--- config.mk ---
export PLATFORM = sky130hd
export DESIGN_NAME = line_rasterizer
export DESIGN_NICKNAME = d
export VERILOG_FILES = /design/src/lr_pkg.sv /design/src/lr_core.sv /design/src/line_rasterizer.sv
export VERILOG_INCLUDE_DIRS = /design/src /design/src/src
export SDC_FILE = /design/constraint.sdc
export NUM_CORES = 1
export LEC_CHECK = 0
export BUFFER_PORTS_ARGS = -buffer_cell sky130_fd_sc_hd__buf_2
export CAP_MARGIN = 20
export CORE_MARGIN = 1
export CORE_UTILIZATION = 40
export DETAILED_ROUTE_END_ITERATION = 10
export GPL_TIMING_DRIVEN = 0
export SYNTH_ARGS = -nofsm -noshare
export SYNTH_HDL_FRONTEND = slang
export SYNTH_HIERARCHICAL = 1
export SYNTH_SLANG_ARGS = --single-unit
--- constraint.sdc ---
create_clock -name clk -period 5.6 [get_ports clk]
set_input_delay 0 -clock clk [delete_from_list [all_inputs] [get_ports clk]]
set_output_delay 0 -clock clk [all_outputs]
set_load 0.005 [all_outputs]
--- src/line_rasterizer_macros.svh ---
// Assertion macros for the line rasterizer.
// Each macro expects a clock named clk and an active-low reset named arst_n in scope.
`ifndef LINE_RASTERIZER_MACROS_SVH
`define LINE_RASTERIZER_MACROS_SVH

`ifndef SYNTHESIS

// The consequent holds in the same cycle as the antecedent.
`define LR_ASSERT_IMP(lbl, ante, cons) \
	lbl: assert property (@(posedge clk) disable iff (!arst_n) (ante) |-> (cons)) \
		else $error("line rasterizer check failed");

// The consequent holds in the cycle after the antecedent.
`define LR_ASSERT_NXT(lbl, ante, cons) \
	lbl: assert property (@(posedge clk) disable iff (!arst_n) (ante) |=> (cons)) \
		else $error("line rasterizer check failed");

`else

`define LR_ASSERT_IMP(lbl, ante, cons)
`define LR_ASSERT_NXT(lbl, ante, cons)

`endif

`endif

--- src/lr_pkg.sv ---
package lr_pkg;

	// Screen geometry.
	localparam int SCREEN_WIDTH  = 320;
	localparam int SCREEN_HEIGHT = 240;

	// Field widths.
	localparam int X_W    = 9;
	localparam int Y_W    = 8;
	localparam int ADDR_W = 17;
	localparam int COLOR_W = 16;
	localparam int DEC_W  = 12;

	localparam logic [X_W-1:0] X_MAX = X_W'(SCREEN_WIDTH - 1);
	localparam logic [Y_W-1:0] Y_MAX = Y_W'(SCREEN_HEIGHT - 1);

	// Item action codes.
	typedef enum logic {
		ACT_LOAD = 1'b0,
		ACT_STEP = 1'b1
	} lr_action_t;

	// Per-line walk state.
	typedef struct packed {
		logic                     active;
		logic                     steep;
		logic                     dir_neg;
		logic [X_W-1:0]           cur_x;
		logic [Y_W-1:0]           cur_y;
		logic [X_W-1:0]           major_end;
		logic [X_W-1:0]           delta_major;
		logic [X_W-1:0]           delta_minor;
		logic signed [DEC_W-1:0]  decision;
		logic [COLOR_W-1:0]       color;
	} lr_line_t;

	// One emitted pixel.
	typedef struct packed {
		logic                valid;
		logic [X_W-1:0]      x;
		logic [Y_W-1:0]      y;
		logic [ADDR_W-1:0]   address;
		logic [COLOR_W-1:0]  color;
		logic                last;
	} lr_pixel_t;

endpackage

--- src/lr_core.sv ---
module lr_core
	import lr_pkg::*;
(
	input  lr_line_t        line,
	input  lr_action_t      action,
	input  logic [X_W-1:0]  x_start,
	input  logic [Y_W-1:0]  y_start,
	input  logic [X_W-1:0]  x_end,
	input  logic [Y_W-1:0]  y_end,
	input  logic [COLOR_W-1:0] color,
	output lr_line_t        line_nxt,
	output lr_pixel_t       pixel
);

	logic [X_W-1:0] x0s, x1s, adx, fx, lx, major;
	logic [Y_W-1:0] y0s, y1s, ady, fy, ly;
	logic           steep_l, swap, move_minor;
	lr_line_t       walk;

	// Clamp the endpoints to the screen and measure the deltas.
	always_comb begin
		x0s = (x_start > X_MAX) ? X_MAX : x_start;
		x1s = (x_end   > X_MAX) ? X_MAX : x_end;
		y0s = (y_start > Y_MAX) ? Y_MAX : y_start;
		y1s = (y_end   > Y_MAX) ? Y_MAX : y_end;
		adx = (x0s > x1s) ? (x0s - x1s) : (x1s - x0s);
		ady = (y0s > y1s) ? (y0s - y1s) : (y1s - y0s);
		// Equal deltas take the steep case.
		steep_l = !({1'b0, ady} < adx);
		swap    = steep_l ? (y0s > y1s) : (x0s > x1s);
		fx = swap ? x1s : x0s;
		fy = swap ? y1s : y0s;
		lx = swap ? x0s : x1s;
		ly = swap ? y0s : y1s;
	end

	// Next line state: a load starts a new line, a step advances an active one.
	always_comb begin
		walk       = line;
		move_minor = line.decision > 0;
		priority if (action == ACT_LOAD) begin
			walk.active      = 1'b1;
			walk.steep       = steep_l;
			walk.dir_neg     = steep_l ? (lx < fx) : (ly < fy);
			walk.cur_x       = fx;
			walk.cur_y       = fy;
			walk.major_end   = steep_l ? {1'b0, ly} : lx;
			walk.delta_major = steep_l ? {1'b0, ady} : adx;
			walk.delta_minor = steep_l ? adx : {1'b0, ady};
			walk.decision    = $signed({2'b00, walk.delta_minor, 1'b0})
				- $signed({3'b000, walk.delta_major});
			walk.color       = color;
		end else if (line.active) begin
			if (move_minor) begin
				walk.decision = line.decision + $signed({2'b00, line.delta_minor, 1'b0})
					- $signed({2'b00, line.delta_major, 1'b0});
			end else begin
				walk.decision = line.decision + $signed({2'b00, line.delta_minor, 1'b0});
			end
			if (line.steep) begin
				walk.cur_y = line.cur_y + 1'b1;
				if (move_minor) begin
					walk.cur_x = line.dir_neg ? (line.cur_x - 1'b1) : (line.cur_x + 1'b1);
				end
			end else begin
				walk.cur_x = line.cur_x + 1'b1;
				if (move_minor) begin
					walk.cur_y = line.dir_neg ? (line.cur_y - 1'b1) : (line.cur_y + 1'b1);
				end
			end
		end else begin
			walk = line;
		end
	end

	// Emit the pixel at the new position and retire the line at its end.
	always_comb begin
		major         = walk.steep ? {1'b0, walk.cur_y} : walk.cur_x;
		pixel.valid   = (action == ACT_LOAD) || line.active;
		pixel.x       = walk.cur_x;
		pixel.y       = walk.cur_y;
		pixel.address = ADDR_W'(walk.cur_y) * ADDR_W'(SCREEN_WIDTH) + ADDR_W'(walk.cur_x);
		pixel.color   = walk.color;
		pixel.last    = (major == walk.major_end);
		line_nxt        = walk;
		line_nxt.active = walk.active && !pixel.last;
	end

endmodule

--- src/line_rasterizer.sv ---
// Channel  | Direction | Handshake                 | Payload
// item     | in        | item_valid / item_stall   | action, x_start, y_start, x_end, y_end, color
// pixel    | out       | pixel_valid / pixel_stall | pixel_x, pixel_y, pixel_address,
//          |           |                           | pixel_color, last
//
// The clamp, the decision add and the address multiply by the screen width sit
// between the line state and the pixel register.
// A new item is taken in every cycle unless a held pixel is stalled.
// A load always emits a pixel; a step emits one only while a line is active.
// Reset clears the line state and empties the pixel register.
`include "line_rasterizer_macros.svh"

module line_rasterizer
	import lr_pkg::*;
(
	input  logic               clk,
	input  logic               arst_n,
	input  logic               item_valid,
	output logic               item_stall,
	input  logic               action,
	input  logic [X_W-1:0]     x_start,
	input  logic [Y_W-1:0]     y_start,
	input  logic [X_W-1:0]     x_end,
	input  logic [Y_W-1:0]     y_end,
	input  logic [COLOR_W-1:0] color,
	output logic               pixel_valid,
	input  logic               pixel_stall,
	output logic [X_W-1:0]     pixel_x,
	output logic [Y_W-1:0]     pixel_y,
	output logic [ADDR_W-1:0]  pixel_address,
	output logic [COLOR_W-1:0] pixel_color,
	output logic               last
);

	lr_line_t  line_q, line_nxt;
	lr_pixel_t pix, pix_q;
	logic      item_acc, pix_acc;

	lr_core u_core (
		.line     (line_q),
		.action   (lr_action_t'(action)),
		.x_start  (x_start),
		.y_start  (y_start),
		.x_end    (x_end),
		.y_end    (y_end),
		.color    (color),
		.line_nxt (line_nxt),
		.pixel    (pix)
	);

	// The item side waits only while a finished pixel is held and stalled.
	assign item_stall = pix_q.valid && pixel_stall;
	assign item_acc   = item_valid && !item_stall;
	assign pix_acc    = pix_q.valid && !pixel_stall;

	// Line state register.
	always_ff @(posedge clk or negedge arst_n) begin
		if (!arst_n) begin
			line_q <= '0;
		end else if (item_acc) begin
			line_q <= line_nxt;
		end
	end

	// Pixel register.
	always_ff @(posedge clk or negedge arst_n) begin
		if (!arst_n) begin
			pix_q <= '0;
		end else if (item_acc) begin
			pix_q <= pix;
		end else if (pix_acc) begin
			pix_q.valid <= 1'b0;
		end
	end

	assign pixel_valid   = pix_q.valid;
	assign pixel_x       = pix_q.x;
	assign pixel_y       = pix_q.y;
	assign pixel_address = pix_q.address;
	assign pixel_color   = pix_q.color;
	assign last          = pix_q.last;

	// A load always produces a pixel.
	`LR_ASSERT_NXT(a_load_emits, item_acc && (action == ACT_LOAD), pixel_valid)
	// A step with no active line produces nothing.
	`LR_ASSERT_NXT(a_idle_step_silent, item_acc && (action == ACT_STEP) && !line_q.active,
		!pixel_valid)
	// A step on an active line produces a pixel.
	`LR_ASSERT_NXT(a_active_step_emits, item_acc && (action == ACT_STEP) && line_q.active,
		pixel_valid)
	// The final pixel retires the line.
	`LR_ASSERT_NXT(a_last_retires, item_acc && pix.valid && pix.last, !line_q.active)

endmodule

After elaboration in Yosys (flattened, before gate mapping)
Index checks and enable logic that the tools add are counted.

Add/sub/neg operators: 12. $mul: 1. Magnitude comparators: 10. Equal/unequal tests: 2. Muxes and demuxes: 27. Bitwise gates (word level): 1. Reduce and logical (&&, ||, !) cells: 12.

Operators with widths (number): 2-to-1 mux 9 bit (11); 2-to-1 mux 75 bit (1); 2-to-1 mux 8 bit (7); 2-to-1 mux 17 bit (2); 2-to-1 mux 12 bit (2); > comparator 9 bit, second input constant (2); subtractor 9 bit (2); adder 17 x 9 -> 17 bit (1); > comparator 8 bit, second input constant (2); subtractor 8 bit (2); adder 12 x 11 -> 12 bit (1); > comparator 12 x 1 -> 1 bit, second input constant (1); subtractor 12 x 11 -> 12 bit (1); multiplier 8 x 3 -> 11 bit, second input constant (1); subtractor 10 x 9 -> 11 bit (1); adder 9 x 1 -> 9 bit, second input constant (1); == test 9 bit (1); > comparator 9 bit (1); < comparator 8 x 9 -> 1 bit (1); < comparator 9 bit (1); subtractor 9 x 1 -> 9 bit, second input constant (1); adder 8 x 1 -> 8 bit, second input constant (1); > comparator 8 bit (1); < comparator 8 bit (1); 9 further kinds (19).

Register bits after elaboration: 94. Input port bits: 55. Output and inout port bits: 53. Logic and storage cells: 78.

Depth between registers and ports, before layout
Depth after elaboration: 14. Mapped depth: 44. Mapped depth without buffers: 40.

Hierarchy
The synthesis kept the hierarchy.

Modules (own cells, without submodules): lr_core (instances 1, cells an instance 1031, area each 7019.2 um^2, seq. area each 0.0 um^2); line_rasterizer (instances 1, cells an instance 270, area each 4879.7 um^2, seq. area each 3178.0 um^2).

Least setup slack after synthesis
No wires, ideal clock.

Path type: in2reg. Start point: in y_start[7]. End point: reg pix_q, in the netlist pixel_address[16]. Library setup time: 0.125 ns. Arrival: 7.551 ns. Required time: 5.475 ns. Path slack: -2.076 ns. Stages: 41. Buffers on the path: 4. Path through: nand4_1 nand2b_1 inv_1 ha_1 fa_1 nand3b_1 a21oi_1 o31a_1 buf_2 buf_2 mux2i_1 nand2_1 nor3b_1 o31ai_1 a221oi_1 xnor2_1 inv_1 ha_1 (+5 left out) clkbuf_1 clkbuf_1 o211ai_1 o21ai_0 and2_1 nor2_1 ha_1 fa_1 a21oi_1 nor2_1 nor2_1 inv_1 a21oi_1 nor2b_1 mux2_1 a221oi_1 o32ai_1 mux2_2.

RTL lines: start: declaration (RTL line line_rasterizer.sv:22) `input logic [Y_W-1:0] y_start,`; end signal: assignment (RTL line line_rasterizer.sv:70) `pix_q <= pix;`; end: declaration (RTL line line_rasterizer.sv:36) `lr_pixel_t pix, pix_q;`.

==> run_results.csv <==
group,metric,value,unit
sta,slew_headroom,42.2,%
layout,syn2layout_area_growth,30.3,%
sta,slew_violations,0,
power,peakVddDrop,275,uV
setup_path,crit_buf_inv,16,
synthesis,yosysWarnings,6,
status,run_status,"finished, violations left",
layout,layout-drive-gt1-share,40.0,%
floorplan,start_util,41.0,%
sta,setup_viol,24,
sta,rsz0062_at_grt,"true",
sta,setup_slack,-1.38,ns
synthesis,seq_area_frac_synth,26.7,%
detailed_routing,drcViolationCount,0,
setup_path,crit_path_frequent_cell,"buf_4",
placement,dp_hpwl,27800,um
placement,io_buffers,107,
sta,tns,-15.54,ns
job,max_cap_violations,0,
floorplan,die_y,174,um
sta,finalClockSkew,0.0117,ns
global_route,antenna_found_initial,0,
sta,fin_crit_sh,125,%
synthesis,ys_seq_elements,127,
setup_path,worstSetupPathType,"in -> reg",
detailed_routing,wire_per_inst,19.2,um
status,violations,"setup timing",
setup_path,critPathMaxFanout,7,
global_route,grt_usage,24.3,%
detailed_routing,ant_nets,0,
detailed_routing,drt_iter0_markers,875,
layout,final_cell_mix,"127 x dfrtp_1, 126 x buf_4, 108 x buf_2",
cts,cts_root_buffer,"clkbuf_16",
setup_path,cp.required,5.90,ns
layout,diodes,0,
setup_path,endpoint_kind,"flip-flop",
synthesis,avgSynthCellArea,9.15,sq um
synthesis,synth_edf_count,0,
synthesis,async_reset_ff_share,100,%
global_route,grt_pass1_vias,10400,
cts,worst_skew_pair.late_latency,0.42,ns
placement,gp_congestion,0.984,
synthesis,synth.distinct_cells,91,
layout,final_common_cell,"dfrtp_1",
cts,clkTransAtPathRegs,0.07,ns
cts,cts_buffers,17,
detailed_routing,dr.pass1.iters,5,
floorplan,row_count,62,
floorplan,dieWidth,174,um
floorplan,ioPinCount,108,
synthesis,syn-cell-area,0.0119,sq mm
global_route,grt_max_degree,78,
global_route,overflow,0,
synthesis,synthesis.nets,1444,
cts,cts_tree,"built",
detailed_routing,drt_wl_total,37400,um
sta,worstMarginPinSlew,0.868,ns
setup_path,critPathMaxStageDelay,0.34,ns
setup_path,cp_top_family,"compound AO/OA/AOI/OAI gates",
sta,whs,0.102,ns
setup_path,cp_slowest_cell,"ha_1",
synthesis,synth_cells,1301,
cts,clkSinkCount,127,
layout,nNetsFinal,1690,
detailed_routing,vias,10900,
synthesis,ys.flop_type,"dfrtp_1",
sta,fmax,143,MHz
global_route,grt_pass1_wl,57600,um
cts,htreeDepth,4,
setup_path,cp-start-kind,"input pin",
cts,cts_buffer_depth,2,
min_path,min_path_type,"in -> async",
floorplan,core_area,0.0290,sq mm
sta,hold_viol,0,
setup_path,crit_arrival,7.28,ns
floorplan,dieArea,0.0304,sq mm
sta,fin_crit,6.98,ns
detailed_routing,post_drt_via_cell_ratio,5.62,
power,powerDensity,642,mW/mm^2
power,leakagePower,0.00701,uW
-- report_power, final --
group / switching (uW) / total, uW / internal (uW)
sequential: 352 / 1670 / 1320
clock: 480 / 1200 / 719
combinational: 3490 / 7090 / 3590
total: 4330 / 9960 / 5630
-- what timing repair did --
action / in CTS / in global routing
hold buffers: 19 / 0
pin swaps: 42 / 60
gates cloned: 0 / 0
resized for setup: 105 / 88
buffers inserted: 58 / 45
endpoints found under the setup margin: 68 / 50
hold endpoints to repair: 67 / 0
-- kinds of logic after synthesis --
family / Yosys count / share of synthesized area [%]
xor+xnor: 76 / 5.66
fa+ha+maj: 88 / 9.82
compound gates: 315 / 17.6
flops: 127 / 26.7
simple gates: 313 / 13.1
mux: 185 / 18.4
buf+inv: 197 / 8.74
-- path summary, 6_finish.rpt --
kind | end | cells after the start | startpoint | slack [ns]
setup / recovery | pixel_address[16] | 42 | y_end[5] | -1.38
max in group asynchronous | line_q[54] | 3 | arst_n | 4.69
hold / removal | line_q[23] | 2 | arst_n | 0.10
setup reg to reg | pixel_address[16] | 20 | line_q[16] | 0.73
min in group clk | line_q[73] | 5 | action | 0.27
hold reg to reg | pixel_y[0] | 1 | pixel_y[0] | 0.50
-- cells in the mapped netlist, types with 14 or more instances --
cell	number	share of area, %
buf_2	18	0.76
a21oi_1	76	3.2
xor2_1	19	1.4
ha_1	79	8.3
nand3_1	23	0.97
o21ai_1	18	0.76
nand2_1	106	3.3
nor3_1	22	0.93
o21ai_0	71	3.0
mux2i_1	33	2.8
a21o_1	19	1.2
inv_1	87	2.7
xnor2_1	56	4.1
clkbuf_1	28	0.88
mux2_2	111	11
dfrtp_1	127	27
nor2_1	64	2.0
nand2b_1	18	0.95
buf_4	41	2.6
nor2b_1	14	0.74
mux2_4	40	5.0
o211ai_1	30	1.9
nand4_1	14	0.74
-- state kept, by name, indices dropped and copies added (netlist names) --
signal,flops
last,1
line_q,75
pixel_address,17
pixel_color,16
pixel_valid,1
pixel_x,9
pixel_y,8
-- per-layer routing --
layer / vias up / wire, um / track usage (%)
met2: 411 / 16800 / 38.1
met3: 54 / 2310 / 3.48
met4: 0 / 852 / 6.80
met1: 5346 / 17400 / 34.4
li1: 5107 / - / -
met5: - / 0 / 0
-- layout make-up --
class / count / area (sq um)
Tap cell: 384 / 480
Buffer: 107 / 813
Clock buffer: 17 / 425
Multi-Input combinational cell: 977 / 8410
Timing Repair Buffer: 228 / 1660
Clock inverter: 14 / 198
Sequential cell: 127 / 3180
Inverter: 89 / 340
Fill cell: 2672 / 13500
-- worst reg2reg max path, stage by stage (launching register included) --
cell and delay (ns):
dfrtp_1 0.40, nor4_1 0.53, a31o_2 0.29, clkbuf_1 0.42, o21ai_0 0.18, nand2_1 0.10
xor2_1 0.36, a21oi_4 0.15, ha_4 0.21, ha_4 0.16, fa_2 0.39, a21oi_2 0.16
nor2_2 0.04, nor2_2 0.14, inv_2 0.05, a21oi_2 0.14, nor2b_1 0.07, mux2_4 0.26
a221oi_2 0.26, o32ai_2 0.15, mux2_4 0.29
-- through the flow --
| stage | cell area, sq um | setup slack, ns | cells | util [%] | total power (uW) |
|---|---|---|---|---|---|
| floorplan | 12100 | -1.18 | 1301 | - | 6190 |
| global placement | 13200 | -2.66 | 1792 | 45.3 | 7410 |
| detailed placement | 13200 | -2.67 | 1793 | 45.4 | 7500 |
| CTS | 14900 | -1.33 | 1900 | 51.2 | 9260 |
| global route | 15500 | -1.79 | 1943 | 53.4 | 10700 |
| finish | 15500 | -1.38 | 1943 | 53.4 | 9960 |
Note: power is estimated with default switching activity, not from simulation.
